## src/hdl/stq_pkg.sv

```systemverilog
// Package for the sorted timer queue: word types, codes, FSM states and the
// controller/datapath command and status structs. No dependencies.
package stq_pkg;

    localparam int NUM_TIMERS = 16;
    localparam int ID_W       = 4;
    localparam int CNT_W      = 5;
    localparam int TIME_W     = 64;

    localparam logic [1:0] FUNC_ARM    = 2'd0;
    localparam logic [1:0] FUNC_CANCEL = 2'd1;
    localparam logic [1:0] FUNC_EXPIRE = 2'd2;

    localparam logic [1:0] ST_OK      = 2'd0;
    localparam logic [1:0] ST_NONE    = 2'd1;
    localparam logic [1:0] ST_MISUSE  = 2'd2;

    typedef struct packed {
        logic [1:0]        func;
        logic [ID_W-1:0]   timer_id;
        logic [TIME_W-1:0] time_value;
    } t_in_word;

    typedef struct packed {
        logic              fired;
        logic [ID_W-1:0]   expired_id;
        logic [1:0]        status;
        logic [TIME_W-1:0] next_deadline;
        logic              last;
    } t_out_word;

    typedef enum logic [2:0] {
        S_IDLE,
        S_EXEC,
        S_EXP_CHECK,
        S_EXP_SHIFT,
        S_EMIT
    } t_state;

    typedef struct packed {
        logic load;       // capture input word
        logic do_arm;     // insert into order list
        logic do_cancel;  // remove from order list
        logic pop_head;   // fire and remove head
    } t_cmd;

    typedef struct packed {
        logic head_due;   // list nonempty and head deadline <= time
        logic arm_ok;
        logic cancel_ok;
        logic [1:0] func;
    } t_stat;

endpackage

```

## src/hdl/stq_ctrl.sv

```systemverilog
// Controller FSM of the sorted timer queue: sequences arm, cancel and the
// expire pop loop, drives the output register. Uses stq_pkg.
module stq_ctrl (
    input  logic               i_clk,
    input  logic               i_rst_n,
    input  logic               i_in_valid,
    output logic               o_in_ready,
    output logic               o_out_valid,
    input  logic               i_out_ready,
    input  stq_pkg::t_stat     i_stat,
    input  logic [3:0]         i_head_id,
    input  logic [63:0]        i_earliest,
    input  logic [63:0]        i_next_dl,
    output stq_pkg::t_cmd      o_cmd,
    output stq_pkg::t_out_word o_word
);
    import stq_pkg::*;

    t_state    r_state, n_state;
    logic      r_ov;
    t_out_word r_out;
    logic      r_pend_id_v;
    logic [ID_W-1:0] r_pend_id;
    logic [1:0] r_status;
    logic      w_out_free;
    logic      w_out_load;

    assign w_out_free  = !r_ov || i_out_ready;
    assign w_out_load  = w_out_free && ((r_state == S_EMIT) ||
                                        (r_state == S_EXP_SHIFT && r_pend_id_v));
    assign o_in_ready  = (r_state == S_IDLE);
    assign o_out_valid = r_ov;
    assign o_word      = r_out;

    always_comb begin
        n_state = r_state;
        unique case (r_state)
            S_IDLE:      if (i_in_valid) n_state = S_EXEC;
            S_EXEC: begin
                if (i_stat.func == FUNC_EXPIRE) n_state = S_EXP_CHECK;
                else n_state = S_EMIT;
            end
            S_EXP_CHECK: begin
                if (i_stat.head_due) n_state = S_EXP_SHIFT;
                else n_state = S_EMIT;
            end
            S_EXP_SHIFT: if (w_out_free) n_state = S_EXP_CHECK;
            S_EMIT:      if (w_out_free) n_state = S_IDLE;
            default:     n_state = S_IDLE;
        endcase
    end

    always_comb begin
        o_cmd = '0;
        unique case (r_state)
            S_IDLE: o_cmd.load = i_in_valid;
            S_EXEC: begin
                o_cmd.do_arm    = (i_stat.func == FUNC_ARM) && i_stat.arm_ok;
                o_cmd.do_cancel = (i_stat.func == FUNC_CANCEL) && i_stat.cancel_ok;
            end
            S_EXP_SHIFT: o_cmd.pop_head = w_out_free;
            default: ;
        endcase
    end

    // Fired ids are held one step so that last can be known before a word
    // leaves: a popped id waits in r_pend_id.
    always_ff @(posedge i_clk) begin
        if (!i_rst_n) begin
            r_state     <= S_IDLE;
            r_ov        <= 1'b0;
            r_pend_id_v <= 1'b0;
        end else begin
            r_state <= n_state;
            if (w_out_load) r_ov <= 1'b1;
            else if (i_out_ready) r_ov <= 1'b0;
            unique case (r_state)
                S_EXEC: begin
                    r_pend_id_v <= 1'b0;
                    if (i_stat.func == FUNC_ARM)
                        r_status <= i_stat.arm_ok ? ST_OK : ST_MISUSE;
                    else if (i_stat.func == FUNC_CANCEL)
                        r_status <= i_stat.cancel_ok ? ST_OK : ST_MISUSE;
                    else if (i_stat.func == FUNC_EXPIRE)
                        r_status <= ST_NONE;
                    else
                        r_status <= ST_MISUSE;
                end
                S_EXP_SHIFT: begin
                    if (w_out_free) begin
                        if (r_pend_id_v) begin
                            r_out <= '{fired: 1'b1, expired_id: r_pend_id, status: ST_OK,
                                       next_deadline: i_next_dl, last: 1'b0};
                        end
                        r_pend_id   <= i_head_id;
                        r_pend_id_v <= 1'b1;
                    end
                end
                S_EMIT: begin
                    if (w_out_free) begin
                        if (r_pend_id_v)
                            r_out <= '{fired: 1'b1, expired_id: r_pend_id, status: ST_OK,
                                       next_deadline: i_earliest, last: 1'b1};
                        else
                            r_out <= '{fired: 1'b0, expired_id: '0, status: r_status,
                                       next_deadline: i_earliest, last: 1'b1};
                    end
                end
                default: ;
            endcase
        end
    end

endmodule

```

## config.mk

```make
export PLATFORM = sky130hd
export DESIGN_NAME = stq_ctrl
export DESIGN_NICKNAME = d
export VERILOG_FILES = /design/src/hdl/stq_pkg.sv /design/src/hdl/stq_ctrl.sv
export SDC_FILE = /design/constraint.sdc
export NUM_CORES = 1
export LEC_CHECK = 0
export ABC_AREA = 1
export BUFFER_PORTS_ARGS = -buffer_cell sky130_fd_sc_hd__buf_2
export CAP_MARGIN = 20
export CORE_UTILIZATION = 43
export DETAILED_ROUTE_END_ITERATION = 8
export PLACE_DENSITY = 0.8
export SYNTH_ARGS = -nofsm -noshare
export SYNTH_HDL_FRONTEND = slang
export SYNTH_SLANG_ARGS = --single-unit
```

## constraint.sdc

```tcl
create_clock -name i_clk -period 6.3 [get_ports i_clk]
set_input_delay 0.63 -clock i_clk [delete_from_list [all_inputs] [get_ports i_clk]]
set_output_delay 0.63 -clock i_clk [all_outputs]
set_load 0.02 [all_outputs]
```

==> results.cfg, run 1 <==
[timing]
post-route-min-period_ps = 2840
drv_slew = 0
rsz0062_at_grt = no
fin_tns_setup_ps = 0
hold_viol = 0
fin_crit_sh_pct = 45.0
clock_skew_ps = 4.84
tightest_slew_ps = 1060
setup_viol = 0
max_freq_ghz = 0.353
relSlewSlack_pct = 29.5

[yosys]
ys_types = 18
syn_inst = 356
syn-num-nets = 497
syn_area_per_cell_sq_um = 10.0
netlist_area_sq_mm = 0.00357
ys_seq_area_share_pct = 68.4
ys_seq_elements = 83
ys_warn_count = 0

[cells_and_area]
final_cell_area_sq_mm = 0.00491
areaGrowthSynthToFinish_pct = 37.6
diodes = 0
final_cell_mix = buf_2, nand2_1, edfxtp_1
fin_nets = 714
drive_above_1_share_pct = 41.7
mostFrequentLayoutCell = buf_2

[outcome]
status = completed

[setup_path]
worstPathMaxFanout = 40
path_buf_inv = 1
critPathKind = flip-flop to flip-flop
path_depth = 6
crit_family = simple AND/OR/NAND/NOR gates
cp-start-kind = flip-flop
crit_chain = nor2_2 -> nand2_2 -> nand2_1 -> nand3_1 -> nor2_4 -> buf_4
worst_path_max_delay_cell = nor2_4
end_kind = flip-flop
r2r_cells = 6
arrival_ps = 2810
worst_ep_required_time_ps = 6280
slowest_delay_ps = 690

[grt]
grt_start_max_net_pins = 67
grt_pass1_vias = 2738
grt_pass1_wl_um = 12500
overflow = 0
grt_usage_pct = 19.1
antenna_found_initial = 0

[routing]
drc = 0
ant_nets = 0
drt_iter0_drc = 93
wl_um = 8560
via_per_inst = 4.51
first_pass_iters = 4
routedWlPerCell_um = 12.6
vias = 3067

[clock_network]
cts.clk_slew.worst_paths_ps = 80
cts.sinks = 83
cts_resized = 0
htree_levels = 3
clock-root-buffer = clkbuf_8
cts_buffers = 9
cts_tree = built
postCtsSetupBuffers = 0
cts.path.max_buffers = 2
postCtsHoldBufs = 0
clk_latency_ps = 330

[placement]
hpwlAfterDp_um = 6500
placed_area_sq_mm = 0.00470
gp_congestion = 0.867
portBuffers = 218

[hold_path]
min_path_cells = 1
min_path_type = input pin to flip-flop

[floorplanning]
initial_core_util_pct = 45.3
io_pins = 219
core_area_sq_mm = 0.00789
die_x_um = 93.1
fp.dieArea_sq_mm = 0.00867
dieHeight_um = 93.1
rows = 32

[power_and_ir_drop]
leakagePower_nw = 2.45
power.density_mw_per_mm2 = 237
ir_drop_v = 0.000135

[flow_run]
drv_cap = 0
==> final timing paths <==
check                                              start                        to  slack (ps)
worst min register to register  r_pend_id_v$_SDFFE_PN0P_  r_pend_id_v$_SDFFE_PN0P_         500
worst max-delay path             r_state[0]$_SDFFE_PN0P_  o_word[66]$_SDFFCE_PP0P_        3460
worst max register to register   r_state[0]$_SDFFE_PN0P_  o_word[66]$_SDFFCE_PP0P_        3460
worst min-delay path                        i_head_id[2]    r_pend_id[2]$_DFFE_PP_         470
==> report_power, final <==
group	leakage, nW	switching [mW]	internal (mW)	total, mW
clock	0.109	0.177	0.223	0.400
combinational	1.60	0.0841	0.0625	0.147
sequential	0.745	0.00421	0.616	0.620
total	2.45	0.265	0.901	1.17
==> worst reg2reg max path, stage by stage (launching register included) <==
cell     delay (ps)
dfxtp_1         390
nor2_2          140
nand2_2         320
nand2_1         200
nand3_1         150
nor2_4          690
buf_4           570
==> Yosys cell counts, drive strengths merged <==
library cell | instances | area share, %
nand3 | 5 | 0.70
nand4 | 2 | 0.35
edfxtp | 78 | 66
nand2 | 203 | 21
a21oi | 4 | 0.56
nor4 | 1 | 0.18
buf | 14 | 3.2
dfxtp | 5 | 2.8
inv | 22 | 2.3
o21a | 1 | 0.21
o211ai | 2 | 0.42
or2 | 2 | 0.35
nor2 | 17 | 1.9
==> routing by layer <==
layer	GRT usage [%]	up-vias	share of wire, %
met5	0	-	0
met4	6.67	0	1.6
met3	4.72	15	7.4
met2	35.3	143	52
met1	21.4	1336	39
li1	-	1573	-
==> stage by stage <==
stage                     utilization, %  hold slack, ps  total power [mW]  std cells  worst slack [ps]
after floorplan                        -             470             0.721        356              1930
after global placement              59.6             486             0.774        664              3580
after detailed placement            59.6             487             0.781        664              3420
after CTS                           62.3             449              1.18        680              3410
after global routing                62.3             448              1.22        680              3240
final                               62.3             472              1.17        680              3460
==> cells by family after synthesis <==
family	synth area share [%]
flops	68.4
buf+inv	5.47
simple gates	24.9
compound gates	1.19
==> area by class of cell <==
type                            instances  area (sq um)
Multi-Input combinational cell        237           940
Sequential cell                        83          2440
Fill cell                             661          2980
Clock buffer                            9           124
Timing Repair Buffer                  220          1110
Clock inverter                          7          90.1
Tap cell                              102           128
Inverter                               22          82.6
==> sequential cells by signal, summed over array words and instances, names as in the netlist <==
| signal | flops |
|---|---|
| r_status | 2 |
| o_out_valid | 1 |
| r_state | 3 |
| r_pend_id | 4 |
| o_word | 72 |
| r_pend_id_v | 1 |
Note: power is estimated with default switching activity, not from simulation.
==> inputs of run 2 (changes only) <==
--- a/config.mk
+++ b/config.mk
@@ -8,9 +8,9 @@
 export ABC_AREA = 1
 export BUFFER_PORTS_ARGS = -buffer_cell sky130_fd_sc_hd__buf_2
 export CAP_MARGIN = 20
-export CORE_UTILIZATION = 43
+export CORE_UTILIZATION = 39
 export DETAILED_ROUTE_END_ITERATION = 8
-export PLACE_DENSITY = 0.8
+export PLACE_DENSITY = 0.77
 export SYNTH_ARGS = -nofsm -noshare
 export SYNTH_HDL_FRONTEND = slang
 export SYNTH_SLANG_ARGS = --single-unit
==> constraint.sdc (replaced) <==
create_clock -name i_clk -period 2.47 [get_ports i_clk]
set_input_delay 0.247 -clock i_clk [delete_from_list [all_inputs] [get_ports i_clk]]
set_output_delay 0.247 -clock i_clk [all_outputs]
set_load 0.02 [all_outputs]
==> results.cfg, run 2 (synthesis results as in run 1) <==
[routing]
via_per_inst = 4.54
drt_iter0_drc = 148
drc = 36
wl_um = 8460
routedWlPerCell_um = 12.3
first_pass_iters = 6
vias = 3128
ant_nets = 0

[clock_network]
cts_tree = built
clk_latency_ps = 340
postCtsHoldBufs = 0
cts_resized = 0
cts.path.max_buffers = 2
cts.clk_slew.worst_paths_ps = 80
cts.sinks = 83
postCtsSetupBuffers = 0
clock-root-buffer = clkbuf_8
cts_buffers = 9
htree_levels = 3

[setup_path]
cp-start-kind = flip-flop
crit_family = buffers and inverters
crit_chain = nor2_2 -> nand2_2 -> buf_4 -> inv_2 -> buf_4 -> nand2_1 -> nand2_1
critPathKind = flip-flop to flip-flop
slowest_delay_ps = 530
worstPathMaxFanout = 54
worst_ep_required_time_ps = 2560
end_kind = flip-flop
worst_path_max_delay_cell = buf_4
arrival_ps = 2150
path_buf_inv = 3

[placement]
hpwlAfterDp_um = 6370
portBuffers = 218
dp.cells = 673
gp_congestion = 0.831
dp_slack_ps = 414

[timing]
drv_slew = 0
tightest_slew_ps = 557
rsz0062_at_grt = no
post-route-min-period_ps = 2070
max_freq_ghz = 0.484
final.setup.worst_slack_ps = 405
hold_viol = 0
setup_viol = 0
fin_tns_setup_ps = 0
relSlewSlack_pct = 62.8
fin_crit_sh_pct = 83.6
clock_skew_ps = 12.0

[grt]
antenna_found_initial = 0
grt_pass1_vias = 3110
grt_start_max_net_pins = 55
overflow = 0
grt_usage_pct = 18.5
grt_pass1_wl_um = 14000

[cells_and_area]
diodes = 0
fin_cells = 689
largest_reg_flops = 72
areaGrowthSynthToFinish_pct = 39.0
drive_above_1_share_pct = 42.0
utilization_pct = 56.4
fin_nets = 717
final_cell_mix = buf_2, nand2_1, edfxtp_1
regArea_sq_mm = 0.00244
multi_input_area_sq_um = 940
fill_cells = 775
mostFrequentLayoutCell = buf_2

[hold_path]
min_path_type = input pin to flip-flop

[power_and_ir_drop]
p_seq_share_pct = 52.9
pwr-share-clk_pct = 34.5
leakagePower_nw = 2.47
ir_drop_v = 0.000340
netSwitchingFraction_pct = 23.0
p_sw_mw = 0.689
power.density_mw_per_mm2 = 602
p_comb_share_pct = 12.6
p_int_mw = 2.30

[floorplanning]
die_x_um = 97.7
dieHeight_um = 97.7
initial_core_util_pct = 40.5
fp.dieArea_sq_mm = 0.00954
core_area_sq_mm = 0.00881
io_pins = 219
rows = 34

[flow_run]
drv_cap = 0

[outcome]
violations = DRC
status = complete, but fails checks
==> run 2: layout make-up <==
class,instances,area share [%]
Clock buffer,11,2.65
Clock inverter,5,1.56
Multi-Input combinational cell,237,18.9
Sequential cell,83,49.2
Tap cell,108,2.72
Inverter,22,1.66
Timing Repair Buffer,223,23.2
==> run 2: layer usage <==
layer  vias to the layer above  GRT usage [%]  share of wire (%)
li1                       1579              -                  -
met1                      1385           22.3                 40
met2                       155           32.1                 50
met3                         9           5.40                8.7
met4                         0           5.48                1.3
met5                         -              0                  0
==> run 2: path summary, 6_finish.rpt <==
path | from | end | slack [ps] | depth (start not counted)
min reg2reg | r_pend_id_v$_SDFFE_PN0P_ | r_pend_id_v$_SDFFE_PN0P_ | 500 | 2
min | i_head_id[1] | r_pend_id[1]$_DFFE_PP_ | 80 | 1
max reg2reg | r_state[0]$_SDFFE_PN0P_ | o_word[29]$_DFFE_PP_ | 400 | 7
max | r_state[0]$_SDFFE_PN0P_ | o_word[29]$_DFFE_PP_ | 400 | 7
==> run 2: power groups by stage <==
stage          Combinational (mW)  Sequential [mW]  Clock [mW]
2_1_floorplan               0.220             1.62           0
3_3_place_gp                0.367             1.61           0
3_5_place_dp                0.380             1.61           0
4_1_cts                     0.381             1.58        1.06
5_1_grt                     0.434             1.58        1.13
6_report                    0.376             1.58        1.03
==> run 2: worst register-to-register path, stage by stage, from the launching register on <==
cell	delay [ps]
dfxtp_1	460
nor2_2	70
nand2_2	220
buf_4	530
inv_2	90
buf_4	280
nand2_1	120
nand2_1	50
==> run 2: per-stage QoR <==
step                area [sq um]  hold WS [ps]  total power, mW
global placement            4750           427             1.98
finish                      4960          79.7             2.99
floorplan                   3580           345             1.84
detailed placement          4750           426             1.99
CTS                         4960          60.9             3.02
global route                4960          48.0             3.15
